==> config.mk <==
export PLATFORM = sky130hd
export DESIGN_NAME = emts_fifo
export DESIGN_NICKNAME = d
export VERILOG_FILES = /design/src/sv/emts_pkg.sv /design/src/sv/emts_fifo.sv
export SDC_FILE = /design/constraint.sdc
export NUM_CORES = 1
export LEC_CHECK = 0
export ABC_CLOCK_PERIOD_IN_PS = 2300
export BUFFER_PORTS_ARGS = -buffer_cell sky130_fd_sc_hd__buf_2
export CAP_MARGIN = 0
export CORE_MARGIN = 10
export CORE_UTILIZATION = 41
export CTS_CLUSTER_DIAMETER = 30
export DETAILED_ROUTE_END_ITERATION = 16
export PLACE_DENSITY = 0.6
export SYNTH_ARGS = -nofsm -noshare
export SYNTH_HDL_FRONTEND = slang
export SYNTH_SLANG_ARGS = --single-unit
==> constraint.sdc <==
create_clock -name clk -period 2.3 [get_ports clk]
set_input_delay 0.46 -clock clk [delete_from_list [all_inputs] [get_ports clk]]
set_output_delay 0.46 -clock clk [all_outputs]
set_load 0.01 [all_outputs]
==> src/sv/emts_pkg.sv <==
package emts_pkg;

  // Frame geometry limits
  localparam int MAX_WIDTH  = 2048;
  localparam int MAX_HEIGHT = 2048;
  localparam int X_W        = $clog2(MAX_WIDTH);
  localparam int Y_W        = $clog2(MAX_HEIGHT);

  // Configuration registers
  localparam int SIZE_W    = 12;
  localparam int CFG_IDX_W = 8;
  localparam logic [CFG_IDX_W-1:0] CFG_FRAME_WIDTH  = CFG_IDX_W'(0);
  localparam logic [CFG_IDX_W-1:0] CFG_FRAME_HEIGHT = CFG_IDX_W'(1);
  localparam logic [SIZE_W-1:0] RESET_WIDTH  = SIZE_W'(640);
  localparam logic [SIZE_W-1:0] RESET_HEIGHT = SIZE_W'(480);

  // Result fields
  localparam int CNT_W     = 23;
  localparam int Q_W       = 17;
  localparam int FRAC_BITS = 16;
  localparam logic [Q_W-1:0] Q_ONE = Q_W'(1) << FRAC_BITS;

  // Stream payload layout
  localparam int IN_W     = 8;
  localparam int OUT_W    = 104;
  localparam int TP_LSB   = 0;
  localparam int FP_LSB   = TP_LSB + CNT_W;
  localparam int FN_LSB   = FP_LSB + CNT_W;
  localparam int PREC_LSB = FN_LSB + CNT_W;
  localparam int REC_LSB  = PREC_LSB + Q_W;
  localparam int PAD_W    = OUT_W - (REC_LSB + Q_W);

  // Column queue between front and back
  localparam int FIFO_DEPTH = 4;
  localparam int FIFO_AW    = $clog2(FIFO_DEPTH);

  // One column of the 3x3 window: col[1:0] top row, col[3:2] middle row,
  // col[5:4] bottom row; in each pair bit 0 is detected, bit 1 is truth.
  typedef struct packed {
    logic       frame_end;
    logic       last;
    logic       first;
    logic       judge;
    logic [5:0] col;
  } col_beat_t;

  typedef struct packed {
    logic tp;
    logic fp;
    logic fn;
  } verdict_t;

  // Classify the middle pixel of a 3x3 window given as three columns
  function automatic verdict_t judge_center(input logic [5:0] l, input logic [5:0] m,
                                            input logic [5:0] r);
    logic     near_d;
    logic     near_t;
    logic     d;
    logic     t;
    verdict_t v;
    near_d = l[0] | l[2] | l[4] | m[0] | m[2] | m[4] | r[0] | r[2] | r[4];
    near_t = l[1] | l[3] | l[5] | m[1] | m[3] | m[5] | r[1] | r[3] | r[5];
    d = m[2];
    t = m[3];
    v = '0;
    if (d && t) begin
      v.tp = 1'b1;
    end else if (d) begin
      if (near_t) v.tp = 1'b1;
      else        v.fp = 1'b1;
    end else if (t) begin
      if (near_d) v.tp = 1'b1;
      else        v.fn = 1'b1;
    end
    return v;
  endfunction

endpackage

==> src/sv/emts_fifo.sv <==
module emts_fifo (
  input  logic                clk,
  input  logic                rst_n,
  input  logic                wr_valid,
  output logic                wr_ready,
  input  emts_pkg::col_beat_t wr_beat,
  output logic                rd_valid,
  input  logic                rd_ready,
  output emts_pkg::col_beat_t rd_beat
);
  import emts_pkg::*;

  col_beat_t entry_r [FIFO_DEPTH];
  logic [FIFO_AW-1:0] wp_r, rp_r;
  logic [FIFO_AW:0]   cnt_r;
  logic wr_fire, rd_fire;

  assign wr_ready = (cnt_r != (FIFO_AW+1)'(FIFO_DEPTH));
  assign rd_valid = (cnt_r != '0);
  assign wr_fire  = wr_valid && wr_ready;
  assign rd_fire  = rd_valid && rd_ready;
  assign rd_beat  = entry_r[rp_r];

  // Advance pointers and fill level
  always_ff @(posedge clk) begin
    if (!rst_n) begin
      wp_r  <= '0;
      rp_r  <= '0;
      cnt_r <= '0;
    end else begin
      if (wr_fire) wp_r <= wp_r + 1'b1;
      if (rd_fire) rp_r <= rp_r + 1'b1;
      if (wr_fire && !rd_fire) cnt_r <= cnt_r + 1'b1;
      else if (rd_fire && !wr_fire) cnt_r <= cnt_r - 1'b1;
    end
  end

  // Store the incoming beat
  always_ff @(posedge clk) begin
    if (wr_fire) entry_r[wp_r] <= wr_beat;
  end

endmodule

======== Word-level counts from Yosys, hierarchy flattened ========
Memory sizes are Yosys's and may differ from the RTL's. A register that Yosys moved wholly into a read port is not among the register bits.
Cells that the tools add are included.
storage, ports and cells
  RAM bits ................................ 40
  word-level logic and storage cells ...... 23
  memories ................................ 1
  bits of input ports ..................... 14
  register bits after elaboration ......... 7
cells by class
  $add $sub $neg .......................... 4
  equality and inequality tests ........... 1
  reduce and logical (&&, ||, !) cells .... 8
  multiplexer cells ....................... 6
memories
  name     words  width  read ports  clocked after Yosys merged registers in  write ports  line             source
  entry_r  4      10     1           1                                        1            emts_fifo.sv:13  col_beat_t entry_r [FIFO_DEPTH];
operators with widths
  operator                                                             count
  3-bit 2-to-1 mux                                                     2
  2-bit by 1-bit adder with 2-bit output (second input constant)       2
  1-bit logical AND                                                    4
  2-bit 2-to-1 mux                                                     2
  3-bit by 1-bit adder with 3-bit output (second input constant)       1
  3-bit inequality test (second input constant)                        1
  3-bit nonzero test                                                   1
  3-bit by 1-bit subtractor with 3-bit output (second input constant)  1
  1-bit zero test                                                      2
  1-bit 2-to-1 mux                                                     2
  2-bit nonzero test                                                   1

======== Logic depth before layout (Yosys ltp) ========
  depth after elaboration ................. 6
  mapped depth ............................ 8
  mapped depth without buffers ............ 8

======== Worst setup path after synthesis ========
No wires, ideal clock.
  path kind ............................... reg-to-reg
  from .................................... register cnt_r[0]
  to ...................................... register cnt_r[2]
  path buffers ............................ 0
  clock period less this slack ............ 2.055 ns
  cell stages (with the launch flop) ...... 9
  setup slack ............................. 0.245 ns
  data arrival time ....................... 1.980 ns
  cell sequence ........................... dfxtp_1 nor2_2 a21boi_4 ha_1 inv_1 fa_1 xor2_1 or3_1 a21boi_0
between the ends
  cells in the longest elaborated chain, start to end .. 5
RTL lines
  element                       line             source
  start: declaration            emts_fifo.sv:15  logic [FIFO_AW:0] cnt_r;
  start signal: assignment      emts_fifo.sv:33  if (wr_fire && !rd_fire) cnt_r <= cnt_r + 1'b1;
  start signal: assignment      emts_fifo.sv:34  else if (rd_fire && !wr_fire) cnt_r <= cnt_r - 1'b1;
  3-bit inequality test *       emts_fifo.sv:18  assign wr_ready = (cnt_r != (FIFO_AW+1)'(FIFO_DEPTH));
  1-bit logical AND *           emts_fifo.sv:20  assign wr_fire = wr_valid && wr_ready;
  named net wr_fire             emts_fifo.sv:16  logic wr_fire, rd_fire;
  1-bit zero test               emts_fifo.sv:34
  1-bit logical AND             emts_fifo.sv:34
  2-bit nonzero test (no line)  -
The timed path passes the listed nets; every way through them passes the cells marked *. The select of a mux whose other input is x is not followed.
A chain may end at the register's enable or synchronous reset.

======== Final worst setup path ========
  from .................................... register cnt_r[1]
  to ...................................... register cnt_r[2]
Same word-level chain as after synthesis.

==> qor.csv <==
stage,metric,value,unit
power,combinational share of power,26.6,%
detailed_routing,# DRC,0,
clock_network,postcts setup bufs,0,
place,GPL Wtd Cong,0.675,
sta,Max-slew headroom,63.7,%
clock_network,clk sinks,49,
floorplanning,Chip Width,88.9,µm
run_status,status,completed,
place,PortBufs,25,
yosys,Synth top area share,61.7,%
sta,clk_skew,0.00391,ns
clock_network,post_cts resized,0,
sta,Final TNS setup,0,ns
yosys,post-synth top area cell,edfxtp_1,
detailed_routing,routed len/inst,17.1,µm
clock_network,htree depth,2,
global_route,largest net degree at the start of global routing,15,
worst_setup_path,startpoint types,flop,
worst_setup_path,Crit-path slowest cell,dfxtp_1,
place,dpl hpwl,2230,µm
min_path,Tightest Hold Check Type,in2reg,
global_route,gr ovfl total,0,
clock_network,post-cts hold buffer count,0,
final_layout,# fillers,384,
final_layout,layout cells sized above 1,37.1,%
clock_network,later-pin clock latency in the skew report,0.29,ns
job,Max Cap Viol,0,
sta,Worst Max-Slew Pin Slew,0.544,ns
power,Power Total,2.45,mW
worst_setup_path,CP Max Fanout,6,
yosys,synth top area cells,"edfxtp_1 (62%), mux4_2 (12%), dfxtp_1 (9.3%)",
floorplanning,Top Ports,26,
sta,Final setup violation count,0,
final_layout,post-route core utilization,48.3,%
worst_setup_path,"Largest stage delay, worst path",0.52,ns
clock_network,CTS Buffer Depth,2,
yosys,Synth Instances,100,
worst_setup_path,Top delay family on crit path,adder cells,
yosys,Ys Warns,0,
power,power per cell area,1090,nW/µm²
yosys,Mapped Avg Cell Area,19.5,µm²
power,Seq pwr share,48.1,%
power,P_int,1.78,mW
final_layout,nets,151,
power,peak supply drop,0.387,mV
yosys,synth unique cells,23,
worst_setup_path,CP Capture Type,flop,
floorplanning,core box area,4660,µm²
global_route,GRT Total Usage,8.98,%
floorplanning,effective utilization at floorplan,41.7,%
global_route,initial antenna violation count,0,
clock_network,CTS tree,yes,
power,Clk network pwr share,25.3,%
yosys,Post-Syn Area,1950,µm²
detailed_routing,via/cell ratio,5.04,
sta,RSZ-0062 raised after global routing,false,
clock_network,root buf cell,clkbuf_8,
detailed_routing,DRT Pass-1 Iters,4,
floorplanning,Cell Rows,25,
clock_network,"Clk pin slew, worst setup/hold paths",0.08,ns
detailed_routing,final WL,3170,µm
sta,final slew viol count,0,
sta,final hold vios,0,
worst_setup_path,critical-path cell list,nor2_2 -> a21boi_4 -> ha_1 -> inv_1 -> fa_1 -> xor2_1 -> or3_1 -> a21boi_0,
sta,final hold slack,0.376,ns
clock_network,CTS Buf Count,5,
yosys,register bit total from synthesis,49,
yosys,"Seq/Total Area, Yosys",71.0,%
yosys,Post-Syn Nets,120,
sta,min Tclk post-route,2.14,ns
global_route,number of global-route vias before repair,1016,
detailed_routing,Iter 0 DRT Violations,45,
sta,maximum clock rate,468,MHz
final_layout,# diodes,0,
floorplanning,Die Y,88.9,µm
global_route,first-pass GRT wire length,5140,µm
detailed_routing,DRT antenna net count,0,
sta,period utilisation layout,93.0,%
worst_setup_path,CP arrival,2.36,ns
power,Sw Pwr,0.669,mW
power,cell leakage power,0.798,nW
worst_setup_path,WP buf/inv,1,
worst_setup_path,WS Path Type,reg2reg,
detailed_routing,DR vias,937,
worst_setup_path,CP Data Required Time,2.53,ns
final_layout,Syn-to-layout area delta,15.8,%
floorplanning,total die area,7900,µm²
power,switch share,27.3,%
registers in the layout (all words and copies together), names as in the netlist, named ones only:
signal,flops
entry_r,40
wp_r,2
rp_r,2
cnt_r,3
through the flow:
step                      area (µm²)  worst slack [ns]  instances
final                           2250             0.161        186
after global routing            2250            0.0225        186
after CTS                       2250             0.152        186
after detailed placement        2140             0.163        178
after global placement          2140             0.296        178
after floorplan                 1950             0.245        100
final cells by class:
type	count	area [µm²]	share of cell area, %
multi-input cells	45	537	23.8
repair buffers	27	140	6.22
clock inverters	1	30.0	1.33
well taps	54	67.6	3.00
flip-flops and latches	49	1380	61.3
clock buffers	7	86.3	3.83
inverters	3	11.3	0.500
cells in the mapped netlist:
cell      number
nor2_2         1
mux4_2        10
nand2_1        5
o311ai_2       1
xor2_1         1
and2_1         8
nor2b_1        1
buf_4          1
inv_1          3
o21ai_0        1
ha_1           5
edfxtp_1      40
or3_1          1
o31ai_4        1
mux2i_1        3
a21boi_0       1
clkbuf_1       1
fa_1           1
a21boi_4       1
xnor2_1        3
dfxtp_1        9
clkbuf_2       1
or3_2          1
cells in the final DEF, fill, tap and decap left out, drive strengths merged:
cell type	n
edfxtp	40
buf	27
mux4	10
dfxtp	9
and2	8
clkbuf	7
nand2	5
ha	5
inv	3
xnor2	3
mux2i	3
a21boi	2
or3	2
nor2	1
o31ai	1
nor2b	1
o311ai	1
xor2	1
o21ai	1
fa	1
bufinv	1
routing by layer:
metal / GRT usage (%) / vias to the layer above / part of all wire [%]
met5: 0 / - / 0
met4: 4.41 / 0 / 1.9
met3: 3.50 / 6 / 4.6
met2: 15.0 / 19 / 50
met1: 9.75 / 470 / 43
li1: - / 442 / -
logic make-up after synthesis:
| family | Yosys count | share of synthesized area [%] |
|---|---|---|
| simple gates | 17 | 4.89 |
| flops | 49 | 71.0 |
| mux | 13 | 13.1 |
| xor+xnor | 4 | 1.80 |
| compound gates | 5 | 3.54 |
| fa+ha+maj | 6 | 4.24 |
| buf+inv | 6 | 1.41 |
power by group through the flow:
stage	Clock, mW	Sequential (mW)	Combinational [mW]
final	0.620	1.18	0.650
after global routing	0.669	1.19	0.732
after CTS	0.637	1.18	0.675
after detailed placement	0	1.20	0.671
after global placement	0	1.19	0.654
after floorplan	0	1.17	0.477
worst paths after layout:
path                               from                 endpoint  slack [ns]  cells past startpoint
hold reg to reg    wp_r[0]$_SDFFE_PN0P_     wp_r[0]$_SDFFE_PN0P_        0.51                      2
hold / removal               wr_beat[0]  entry_r[0][0]$_DFFE_PP_        0.38                      1
setup / recovery  cnt_r[1]$_SDFFE_PN0P_    cnt_r[2]$_SDFFE_PN0P_        0.16                      8
setup reg to reg  cnt_r[1]$_SDFFE_PN0P_    cnt_r[2]$_SDFFE_PN0P_        0.16                      8
Power figures use the tool's default switching activity.
