`config.mk`:
```
export PLATFORM = sky130hd
export DESIGN_NAME = emts_back
export DESIGN_NICKNAME = d
export VERILOG_FILES = /design/src/sv/emts_pkg.sv /design/src/sv/emts_div.sv /design/src/sv/emts_back.sv
export SDC_FILE = /design/constraint.sdc
export NUM_CORES = 1
export LEC_CHECK = 0
export ABC_AREA = 1
export BUFFER_PORTS_ARGS = -buffer_cell sky130_fd_sc_hd__buf_2
export CAP_MARGIN = 10
export CORE_ASPECT_RATIO = 0.75
export CORE_MARGIN = 3
export CORE_UTILIZATION = 55
export CTS_BUF_LIST = sky130_fd_sc_hd__clkbuf_4 sky130_fd_sc_hd__clkbuf_8
export CTS_CLUSTER_SIZE = 30
export DETAILED_ROUTE_END_ITERATION = 16
export GPL_ROUTABILITY_DRIVEN = 0
export HOLD_SLACK_MARGIN = 0.08
export PLACE_DENSITY = 0.73
export SYNTH_ARGS = -nofsm -noshare
export SYNTH_HDL_FRONTEND = slang
export SYNTH_HIERARCHICAL = 1
export SYNTH_SLANG_ARGS = --single-unit
```
`constraint.sdc`:
```
create_clock -name clk -period 7.5 [get_ports clk]
set_input_delay 1.5 -clock clk [delete_from_list [all_inputs] [get_ports clk]]
set_output_delay 1.5 -clock clk [all_outputs]
set_load 0.005 [all_outputs]
```
`src/sv/emts_pkg.sv`:
```
package emts_pkg;

  // Frame geometry limits
  localparam int MAX_WIDTH  = 2048;
  localparam int MAX_HEIGHT = 2048;
  localparam int X_W        = $clog2(MAX_WIDTH);
  localparam int Y_W        = $clog2(MAX_HEIGHT);

  // Configuration registers
  localparam int SIZE_W    = 12;
  localparam int CFG_IDX_W = 8;
  localparam logic [CFG_IDX_W-1:0] CFG_FRAME_WIDTH  = CFG_IDX_W'(0);
  localparam logic [CFG_IDX_W-1:0] CFG_FRAME_HEIGHT = CFG_IDX_W'(1);
  localparam logic [SIZE_W-1:0] RESET_WIDTH  = SIZE_W'(640);
  localparam logic [SIZE_W-1:0] RESET_HEIGHT = SIZE_W'(480);

  // Result fields
  localparam int CNT_W     = 23;
  localparam int Q_W       = 17;
  localparam int FRAC_BITS = 16;
  localparam logic [Q_W-1:0] Q_ONE = Q_W'(1) << FRAC_BITS;

  // Stream payload layout
  localparam int IN_W     = 8;
  localparam int OUT_W    = 104;
  localparam int TP_LSB   = 0;
  localparam int FP_LSB   = TP_LSB + CNT_W;
  localparam int FN_LSB   = FP_LSB + CNT_W;
  localparam int PREC_LSB = FN_LSB + CNT_W;
  localparam int REC_LSB  = PREC_LSB + Q_W;
  localparam int PAD_W    = OUT_W - (REC_LSB + Q_W);

  // Column queue between front and back
  localparam int FIFO_DEPTH = 4;
  localparam int FIFO_AW    = $clog2(FIFO_DEPTH);

  // One column of the 3x3 window: col[1:0] top row, col[3:2] middle row,
  // col[5:4] bottom row; in each pair bit 0 is detected, bit 1 is truth.
  typedef struct packed {
    logic       frame_end;
    logic       last;
    logic       first;
    logic       judge;
    logic [5:0] col;
  } col_beat_t;

  typedef struct packed {
    logic tp;
    logic fp;
    logic fn;
  } verdict_t;

  // Classify the middle pixel of a 3x3 window given as three columns
  function automatic verdict_t judge_center(input logic [5:0] l, input logic [5:0] m,
                                            input logic [5:0] r);
    logic     near_d;
    logic     near_t;
    logic     d;
    logic     t;
    verdict_t v;
    near_d = l[0] | l[2] | l[4] | m[0] | m[2] | m[4] | r[0] | r[2] | r[4];
    near_t = l[1] | l[3] | l[5] | m[1] | m[3] | m[5] | r[1] | r[3] | r[5];
    d = m[2];
    t = m[3];
    v = '0;
    if (d && t) begin
      v.tp = 1'b1;
    end else if (d) begin
      if (near_t) v.tp = 1'b1;
      else        v.fp = 1'b1;
    end else if (t) begin
      if (near_d) v.tp = 1'b1;
      else        v.fn = 1'b1;
    end
    return v;
  endfunction

endpackage

```
`src/sv/emts_div.sv`:
```
module emts_div (
  input  logic                      clk,
  input  logic                      rst_n,
  input  logic                      start,
  input  logic [emts_pkg::CNT_W-1:0] num,
  input  logic [emts_pkg::CNT_W:0]   den,
  output logic                      busy,
  output logic [emts_pkg::Q_W-1:0]   quot
);
  import emts_pkg::*;

  localparam int STEP_W = $clog2(Q_W + 1);

  logic [CNT_W+1:0] rem_r, rem_keep, rem_nxt, diff;
  logic [CNT_W:0]   den_r;
  logic [Q_W-1:0]   q_r;
  logic [STEP_W-1:0] step_r;
  logic busy_r, zero_r, take;

  // One restoring step: compare, subtract, shift
  assign diff     = rem_r - {1'b0, den_r};
  assign take     = (rem_r >= {1'b0, den_r});
  assign rem_keep = take ? diff : rem_r;
  assign rem_nxt  = {rem_keep[CNT_W:0], 1'b0};

  assign busy = busy_r;
  assign quot = zero_r ? '0 : q_r;

  always_ff @(posedge clk) begin
    if (!rst_n) begin
      busy_r <= 1'b0;
    end else if (start) begin
      busy_r <= 1'b1;
    end else if (busy_r && step_r == STEP_W'(1)) begin
      busy_r <= 1'b0;
    end
  end

  always_ff @(posedge clk) begin
    if (start) begin
      rem_r  <= {2'b00, num};
      den_r  <= den;
      q_r    <= '0;
      step_r <= STEP_W'(Q_W);
      zero_r <= (num == '0);
    end else if (busy_r) begin
      rem_r  <= rem_nxt;
      q_r    <= {q_r[Q_W-2:0], take};
      step_r <= step_r - 1'b1;
    end
  end

endmodule

```
`src/sv/emts_back.sv`:
```
module emts_back (
  input  logic                        clk,
  input  logic                        rst_n,
  input  logic                        clear,
  input  logic                        col_valid,
  output logic                        col_ready,
  input  emts_pkg::col_beat_t         col_beat,
  output logic                        out_tvalid,
  input  logic                        out_tready,
  output logic [emts_pkg::OUT_W-1:0]  out_tdata
);
  import emts_pkg::*;

  logic [5:0] prev1_r, prev2_r, left_b;
  logic [CNT_W-1:0] tp_r, fp_r, fn_r, tp_nxt, fp_nxt, fn_nxt;
  logic [CNT_W-1:0] snap_tp_r, snap_fp_r, snap_fn_r;
  logic [CNT_W:0]   prec_den, rec_den;
  logic [Q_W-1:0]   prec_q, rec_q;
  logic [1:0] tp_inc, fp_inc, fn_inc;
  verdict_t va, vb;
  logic en_a, en_b, pop, div_start, move, res_pend_r, prec_busy, rec_busy;
  logic out_valid_r;
  logic [OUT_W-1:0] out_data_r;

  function automatic logic [CNT_W-1:0] sat_add(input logic [CNT_W-1:0] c,
                                               input logic [1:0] inc);
    logic [CNT_W:0] s;
    s = {1'b0, c} + (CNT_W+1)'(inc);
    return s[CNT_W] ? {CNT_W{1'b1}} : s[CNT_W-1:0];
  endfunction

  // Take a frame end only once the previous result has left the dividers
  assign col_ready = !col_beat.frame_end || !res_pend_r;
  assign pop       = col_valid && col_ready;
  assign div_start = pop && col_beat.frame_end;

  // Judge the center one column back, and at a row end the new column too
  assign left_b = col_beat.first ? 6'b000000 : prev1_r;
  assign va     = judge_center(prev2_r, prev1_r, col_beat.col);
  assign vb     = judge_center(left_b, col_beat.col, 6'b000000);
  assign en_a   = col_beat.judge && !col_beat.first;
  assign en_b   = col_beat.judge && col_beat.last;

  assign tp_inc = {1'b0, va.tp && en_a} + {1'b0, vb.tp && en_b};
  assign fp_inc = {1'b0, va.fp && en_a} + {1'b0, vb.fp && en_b};
  assign fn_inc = {1'b0, va.fn && en_a} + {1'b0, vb.fn && en_b};
  assign tp_nxt = sat_add(tp_r, tp_inc);
  assign fp_nxt = sat_add(fp_r, fp_inc);
  assign fn_nxt = sat_add(fn_r, fn_inc);

  assign prec_den = {1'b0, tp_nxt} + {1'b0, fp_nxt};
  assign rec_den  = {1'b0, tp_nxt} + {1'b0, fn_nxt};

  // Shift the window
  always_ff @(posedge clk) begin
    if (pop) begin
      prev2_r <= col_beat.first ? 6'b000000 : prev1_r;
      prev1_r <= col_beat.col;
    end
  end

  // Counts, cleared at frame end and on a size change
  always_ff @(posedge clk) begin
    if (!rst_n) begin
      tp_r <= '0;
      fp_r <= '0;
      fn_r <= '0;
    end else if (clear || div_start) begin
      tp_r <= '0;
      fp_r <= '0;
      fn_r <= '0;
    end else if (pop) begin
      tp_r <= tp_nxt;
      fp_r <= fp_nxt;
      fn_r <= fn_nxt;
    end
  end

  always_ff @(posedge clk) begin
    if (div_start) begin
      snap_tp_r <= tp_nxt;
      snap_fp_r <= fp_nxt;
      snap_fn_r <= fn_nxt;
    end
  end

  emts_div u_prec (
    .clk   (clk),
    .rst_n (rst_n),
    .start (div_start),
    .num   (tp_nxt),
    .den   (prec_den),
    .busy  (prec_busy),
    .quot  (prec_q)
  );

  emts_div u_rec (
    .clk   (clk),
    .rst_n (rst_n),
    .start (div_start),
    .num   (tp_nxt),
    .den   (rec_den),
    .busy  (rec_busy),
    .quot  (rec_q)
  );

  // Move a finished result into the output register
  assign move = res_pend_r && !prec_busy && !rec_busy && (!out_valid_r || out_tready);

  always_ff @(posedge clk) begin
    if (!rst_n) begin
      res_pend_r  <= 1'b0;
      out_valid_r <= 1'b0;
    end else begin
      if (div_start) res_pend_r <= 1'b1;
      else if (move) res_pend_r <= 1'b0;
      if (move) out_valid_r <= 1'b1;
      else if (out_tready) out_valid_r <= 1'b0;
    end
  end

  always_ff @(posedge clk) begin
    if (move) begin
      out_data_r <= {{PAD_W{1'b0}}, rec_q, prec_q, snap_fn_r, snap_fp_r, snap_tp_r};
    end
  end

  assign out_tvalid = out_valid_r;
  assign out_tdata  = out_data_r;

endmodule

```
After elaboration in Yosys (flattened, before gate mapping)
Index checks and enable logic that the tools add are counted.
{ "classes": {"n_addsub": 12, "multipliers": 0, "div": 0, "magnitude_cmp": 2, "eq_ne": 2, "shift": 0, "muxes": 40, "n_bitwise": 27, "reduce_logical": 34} }
{ "ops": {"columns": ["operator", "count"], "rows": [
  ["2-to-1 mux 23 bit", 7],
  ["adder 23 x 2 -> 24 bit", 3],
  ["greater-or-equal comparator 25 x 24 -> 1 bit", 2],
  ["adder 23 x 23 -> 24 bit", 2],
  ["2-to-1 mux 24 bit", 2],
  ["subtractor 24 bit", 2],
  ["2-to-1 mux 1 bit", 28],
  ["bitwise OR 1 bit", 26],
  ["zero test 23 bit", 1],
  ["logical AND 1 bit", 17],
  ["nonzero test 2 bit", 6],
  ["equality test 5 x 1 -> 1 bit (second input constant)", 2],
  ["subtractor 5 x 1 -> 5 bit (second input constant)", 2],
  ["adder 1 x 1 -> 2 bit", 3],
  ["zero test 1 bit", 6],
  ["2-to-1 mux 6 bit", 1],
  ["2-to-1 mux 2 bit", 2],
  ["logical OR 1 bit", 3],
  ["OR reduction 2 bit", 1],
  ["inverter 1 bit", 1]
]} }
{ "totals": {"reg_bits": 400, "latchBits": 0, "ramBits": 0, "romBits": 0, "input_bits": 15, "out_inout_bits": 106, "memories": 0} }

Logic depth before layout (Yosys ltp)
{ "depth": {"ltp_word": 17, "depth_mapped": 27, "mapped_depth_nobuf": 27} }

Cells and area by module
Netlist, hierarchy kept.
{ "by_module_without_submodules": {"columns": ["module", "n_inst", "cells_per_inst", "area_each_um2", "seq_area_each_um2"], "rows": [
  ["emts_back", 1, 1526, 13336.5, 6946.7],
  ["emts_div (u_rec)", 1, 645, 4757.1, 1941.9],
  ["emts_div (u_prec)", 1, 642, 4754.6, 1941.9]
]} }

Worst setup path after synthesis
No wires, ideal clock.
{ "synth_timing": {"path_type": "input port to flip-flop", "startpoint": "input port out_tready", "endpoint": "register out_data_r[0], in the netlist out_tdata[0] (enable)", "setup_ns": 0.567, "t_arrival_ns": 5.865, "required_time_ns": 6.933, "slack_ns": 1.068, "path_stages": 2, "n_path_buf": 0, "cell_sequence": "nor2_1 nor2_1"} }
{ "synth_via": {"elab_chain_cells": 2} }
{ "synth_lines": {"columns": ["element", "line_no", "rtl"], "rows": [
  ["start: declaration", "emts_back.sv:9", "input logic out_tready,"],
  ["logical OR 1 bit", "emts_back.sv:108", "assign move = res_pend_r && !prec_busy && !rec_busy && (!out_valid_r || out_tready);"],
  ["logical AND 1 bit", "emts_back.sv:108", null],
  ["named net move", "emts_back.sv:21", "logic en_a, en_b, pop, div_start, move, res_pend_r, prec_busy, rec_busy;"],
  ["end signal: assignment", "emts_back.sv:124", "out_data_r <= {{PAD_W{1'b0}}, rec_q, prec_q, snap_fn_r, snap_fp_r, snap_tp_r};"],
  ["end: declaration", "emts_back.sv:23", "logic [OUT_W-1:0] out_data_r;"]
]} }
The timed path passes the listed nets, and every way through them passes these cells.
A chain may end at the register's enable or synchronous reset.

Worst setup path in the final report
{ "layout_timing": {"startpoint": "input port col_beat[7] (netlist bit)", "endpoint": "register u_rec.den_r[22], data pin"} }
{ "layout_via": {"elab_chain_cells": 15, "elab_cells_between_ends": 33, "cone_classes": "5 x add/sub; 12 x mux; 10 x bitwise; 6 x reduce/logical"} }
{ "layout_lines": {"columns": ["element", "line_no", "rtl"], "rows": [
  ["start: declaration", "emts_back.sv:7", "input emts_pkg::col_beat_t col_beat,"],
  ["2-to-1 mux 6 bit", null, null],
  ["bitwise OR 1 bit (5 in a row)", "emts_pkg.sv:61", "near_d = l[0] | l[2] | l[4] | m[0] | m[2] | m[4] | r[0] | r[2] | r[4];"],
  ["2-to-1 mux 1 bit", "emts_pkg.sv:72", "if (near_d) v.tp = 1'b1;"],
  ["2-to-1 mux 1 bit", "emts_pkg.sv:71", "end else if (t) begin"],
  ["2-to-1 mux 1 bit", "emts_pkg.sv:68", "end else if (d) begin"],
  ["2-to-1 mux 1 bit", "emts_pkg.sv:66", "if (d && t) begin"],
  ["logical AND 1 bit", "emts_back.sv:44", "assign tp_inc = {1'b0, va.tp && en_a} + {1'b0, vb.tp && en_b};"],
  ["adder 1 x 1 -> 2 bit (*)", "emts_back.sv:44", null],
  ["adder 23 x 2 -> 24 bit (*)", "emts_back.sv:28", "s = {1'b0, c} + (CNT_W+1)'(inc);"],
  ["2-to-1 mux 23 bit (*)", "emts_back.sv:29", "return s[CNT_W] ? {CNT_W{1'b1}} : s[CNT_W-1:0];"],
  ["named net tp_nxt[20]", "emts_back.sv:15", "logic [CNT_W-1:0] tp_r, fp_r, fn_r, tp_nxt, fp_nxt, fn_nxt;"],
  ["adder 23 x 23 -> 24 bit (*)", "emts_back.sv:52", "assign rec_den = {1'b0, tp_nxt} + {1'b0, fn_nxt};"],
  ["named net rec_den[22]", "emts_back.sv:17", "logic [CNT_W:0] prec_den, rec_den;"],
  ["end signal: assignment", "emts_div.sv:42", "den_r <= den;"],
  ["end: declaration", "emts_div.sv:15", "logic [CNT_W:0] den_r;"]
]} }
The timed path passes the listed nets; every way through them passes the cells marked *.

==> out/metrics.cfg <==
[outcome]
status = finished, final reports clean

[route]
drc_errors = 0
postRouteAntennaNets = 0
drt-pass1-iter-count = 6
via_per_inst = 5.53
drt-total-wl_um = 59900
routed-via-count = 19682
drtIter0Drc = 2286
wl_per_cell_um = 16.9

[sta]
tightest_slew_ns = 0.958
max_slew_margin_pct = 36.1
skew_ns = 0.0360
fmax_mhz = 182
min_period_ns = 5.51
fin_crit_sh_pct = 73.4
rsz0062_at_grt = false
final_hold_viol_count = 0
finalSetupViolations = 0
setup_tns_ns = 0
drv_slew = 0

[setup_path]
crit_chain = buf_2 > a31oi_1 > nor4_1 > a21oi_1 > o21ai_0 > fa_1 > inv_1 > ha_1 > nand3_1 > nor2_1 > nand3_1 > nor3_1 > nand2_1 > nand2_1 > nand3_1 > ha_1 > inv_1 > nor3_1 > inv_1 > nor2_1 > nand3_1 > nand4_1 > nand2_1
crit_path_frequent_cell = nand3_1
worstPathRequired_ns = 7.89
critPathLaunchType = input port
rrSetupSlack_ns = 2.58
r2r.worst_path.cells = 23
worst_ep_arrival_time_ns = 5.89
cp_top_family = simple AND/OR/NAND/NOR gates
critical_path_class = in -> reg
critPathMaxFanout = 9
worst-path-buf-inv = 4
crit_path_end_kind = register
cp_slowest_cell = ha_1
cpPeakStageDelay_ns = 0.62
r2r-end = u_rec/den_r[22]
r2r-start = prev1_r[3]

[synth]
synth_top_cell_by_area = edfxtp_1
yosysSeqAreaShare_pct = 47.4
syn-num-nets = 2926
yosys.cell_types.count = 53
yosysTopAreaCellShare_pct = 36.8
ys_ff_latch = 401
synthArstFlopShare_pct = 0
ys.flop_type = edfxtp_1
synth_area_leaders = edfxtp_1, dfxtp_1, nand2_1
synthesis.area_um2 = 22800
synth.most_common_cell = nand2_1
synth_cells = 2813
synth_edf_count = 280
syn_avg_cell_area_um2 = 8.12
yosys_warnings = 6
synth_common_cells = nand2_1, inv_1, edfxtp_1, nor2_1, nand3_1

[layout]
final_nets = 3067
stdcell_area_um2 = 25300
diodes = 0
fin_cells = 3556
final_layout_size_suffix_gt1_share_pct = 12.7
final_util_pct = 62.9
area_delta_synth_final_pct = 10.8

[clock_network]
postCtsResizedCells = 0
postCtsSetupRepairBufs = 0
root_buffer = clkbuf_8
cts_buffers = 61
clock_latency_ns = 0.65
clock_path_buffers = 3
postCtsHoldBufs = 0
path_clk_slew_ns = 0.07
htree_num_levels = 2
cts_tree = yes
cts.sinks = 401

[grt]
grt_max_degree = 107
grt_first_pass_wirelength_um = 94800
grt_pass1_vias = 18199
grt.total_usage_pct = 27.2
antenna_found_initial = 1
overflow = 0

[placement]
io_buffers = 119
dp_hpwl_um = 44300
placed_cells = 3443
placed_cell_area_um2 = 24000

[floorplanning]
die-area_um2 = 44000
die_h_um = 183
num_rows = 63
ios = 121
die_w_um = 241
start_util_pct = 56.7
core_area_um2 = 40300

[min_path]
holdPathStages = 0
hold_class = reg -> reg
min_from = snap_tp_r[22]
holdPathEnd = out_tdata[22]

[pwr]
power.density_nw_per_um2 = 277
total_power_mw = 7.03
leakagePower_nw = 12.0
peakVddDrop_mv = 0.141

[flow_run]
max-cap-violations = 0

[cells in the final DEF (no fill, tap or decap), types with 7 or more instances in the layout]
| cell type | count |
|---|---|
| nor2_2 | 20 |
| a21o_1 | 7 |
| nor4_1 | 14 |
| xnor2_1 | 23 |
| a21oi_1 | 152 |
| nand3b_1 | 7 |
| nor2_4 | 14 |
| nand2_2 | 35 |
| clkinv_2 | 7 |
| o21ai_1 | 23 |
| nand2_4 | 12 |
| ha_1 | 91 |
| clkinv_1 | 8 |
| nand3_2 | 9 |
| nand2_1 | 634 |
| or2_1 | 11 |
| buf_4 | 15 |
| clkbuf_8 | 71 |
| o21bai_1 | 9 |
| dfxtp_1 | 121 |
| o22ai_1 | 34 |
| nand3_1 | 201 |
| edfxtp_1 | 280 |
| inv_1 | 466 |
| buf_2 | 119 |
| clkbuf_4 | 28 |
| nand4_1 | 49 |
| fa_1 | 7 |
| or2_2 | 9 |
| a211oi_1 | 7 |
| nor3_1 | 28 |
| o21ai_0 | 151 |
| xor2_1 | 31 |
| inv_2 | 20 |
| nor2_1 | 244 |
[sequential cells by signal (all words and copies together) (netlist names), 24 cells and up]
register / count
u_prec/den_r: 24
u_prec/rem_r: 25
u_rec/den_r: 24
out_tdata: 103
u_rec/rem_r: 25
[kinds of logic (layout without fill, tap and decap cells)]
| group | count (synthesis) | after routing | share of synthesized area [%] |
|---|---|---|---|
| AO/OA/AOI/OAI | 408 | 408 | 9.72 |
| XOR/XNOR | 54 | 54 | 2.07 |
| adder cells (fa/ha/maj) | 98 | 98 | 5.60 |
| buffers and inverters | 549 | 740 | 9.22 |
| flip-flops | 401 | 401 | 47.4 |
| other | 1 | 1 | 0.0164 |
| AND/OR/NAND/NOR | 1302 | 1302 | 26.0 |
[worst max-delay path by stage]
stage	from	endpoint	slack, ns	cells after the start
6_report	col_beat[7]	u_rec/den_r[22]	1.99	23
5_1_grt	col_beat[7]	u_rec/den_r[22]	1.79	23
4_1_cts	col_beat[7]	u_rec/den_r[22]	2.20	23
3_5_place_dp	col_beat[7]	u_rec/den_r[22]	1.50	23
3_3_place_gp	col_beat[7]	u_prec/den_r[22]	1.68	23
2_1_floorplan	out_tready	out_tdata[0]	1.07	2
[metrics by stage]
step	worst slack [ns]	hold slack, ns
2_1_floorplan	1.07	0.400
3_3_place_gp	1.68	0.402
3_5_place_dp	1.50	0.405
4_1_cts	2.20	0.419
5_1_grt	1.79	0.419
6_report	1.99	0.417
[power by group]
part           total (mW)  switching (mW)  internal (mW)
clock network        1.91           0.843           1.07
logic                2.32            1.54          0.781
registers            2.79           0.119           2.67
[layer usage]
metal	track usage [%]	vias up	wire (um)
met1	40.9	9086	27500
met4	8.02	0	1650
met5	0	-	0
li1	-	9520	-
met2	39.8	945	24600
met3	5.21	131	6180
[cell type report]
class	count	area, um2
Timing Repair Buffer	134	708
Clock buffer	99	1190
Clock inverter	14	121
Tap cell	552	691
Multi-Input combinational cell	1863	9930
Sequential cell	401	10800
Inverter	493	1860
Fill cell	3450	15000
[worst register-to-register path: cells and delay by family, from the launching register on]
family,cells,cell delay (ns)
compound gates,3,0.43
fa+ha+maj,3,1.24
buf+inv,4,0.35
flops,1,0.36
simple gates,13,2.30
No activity file was read; power rests on OpenSTA's default activity.
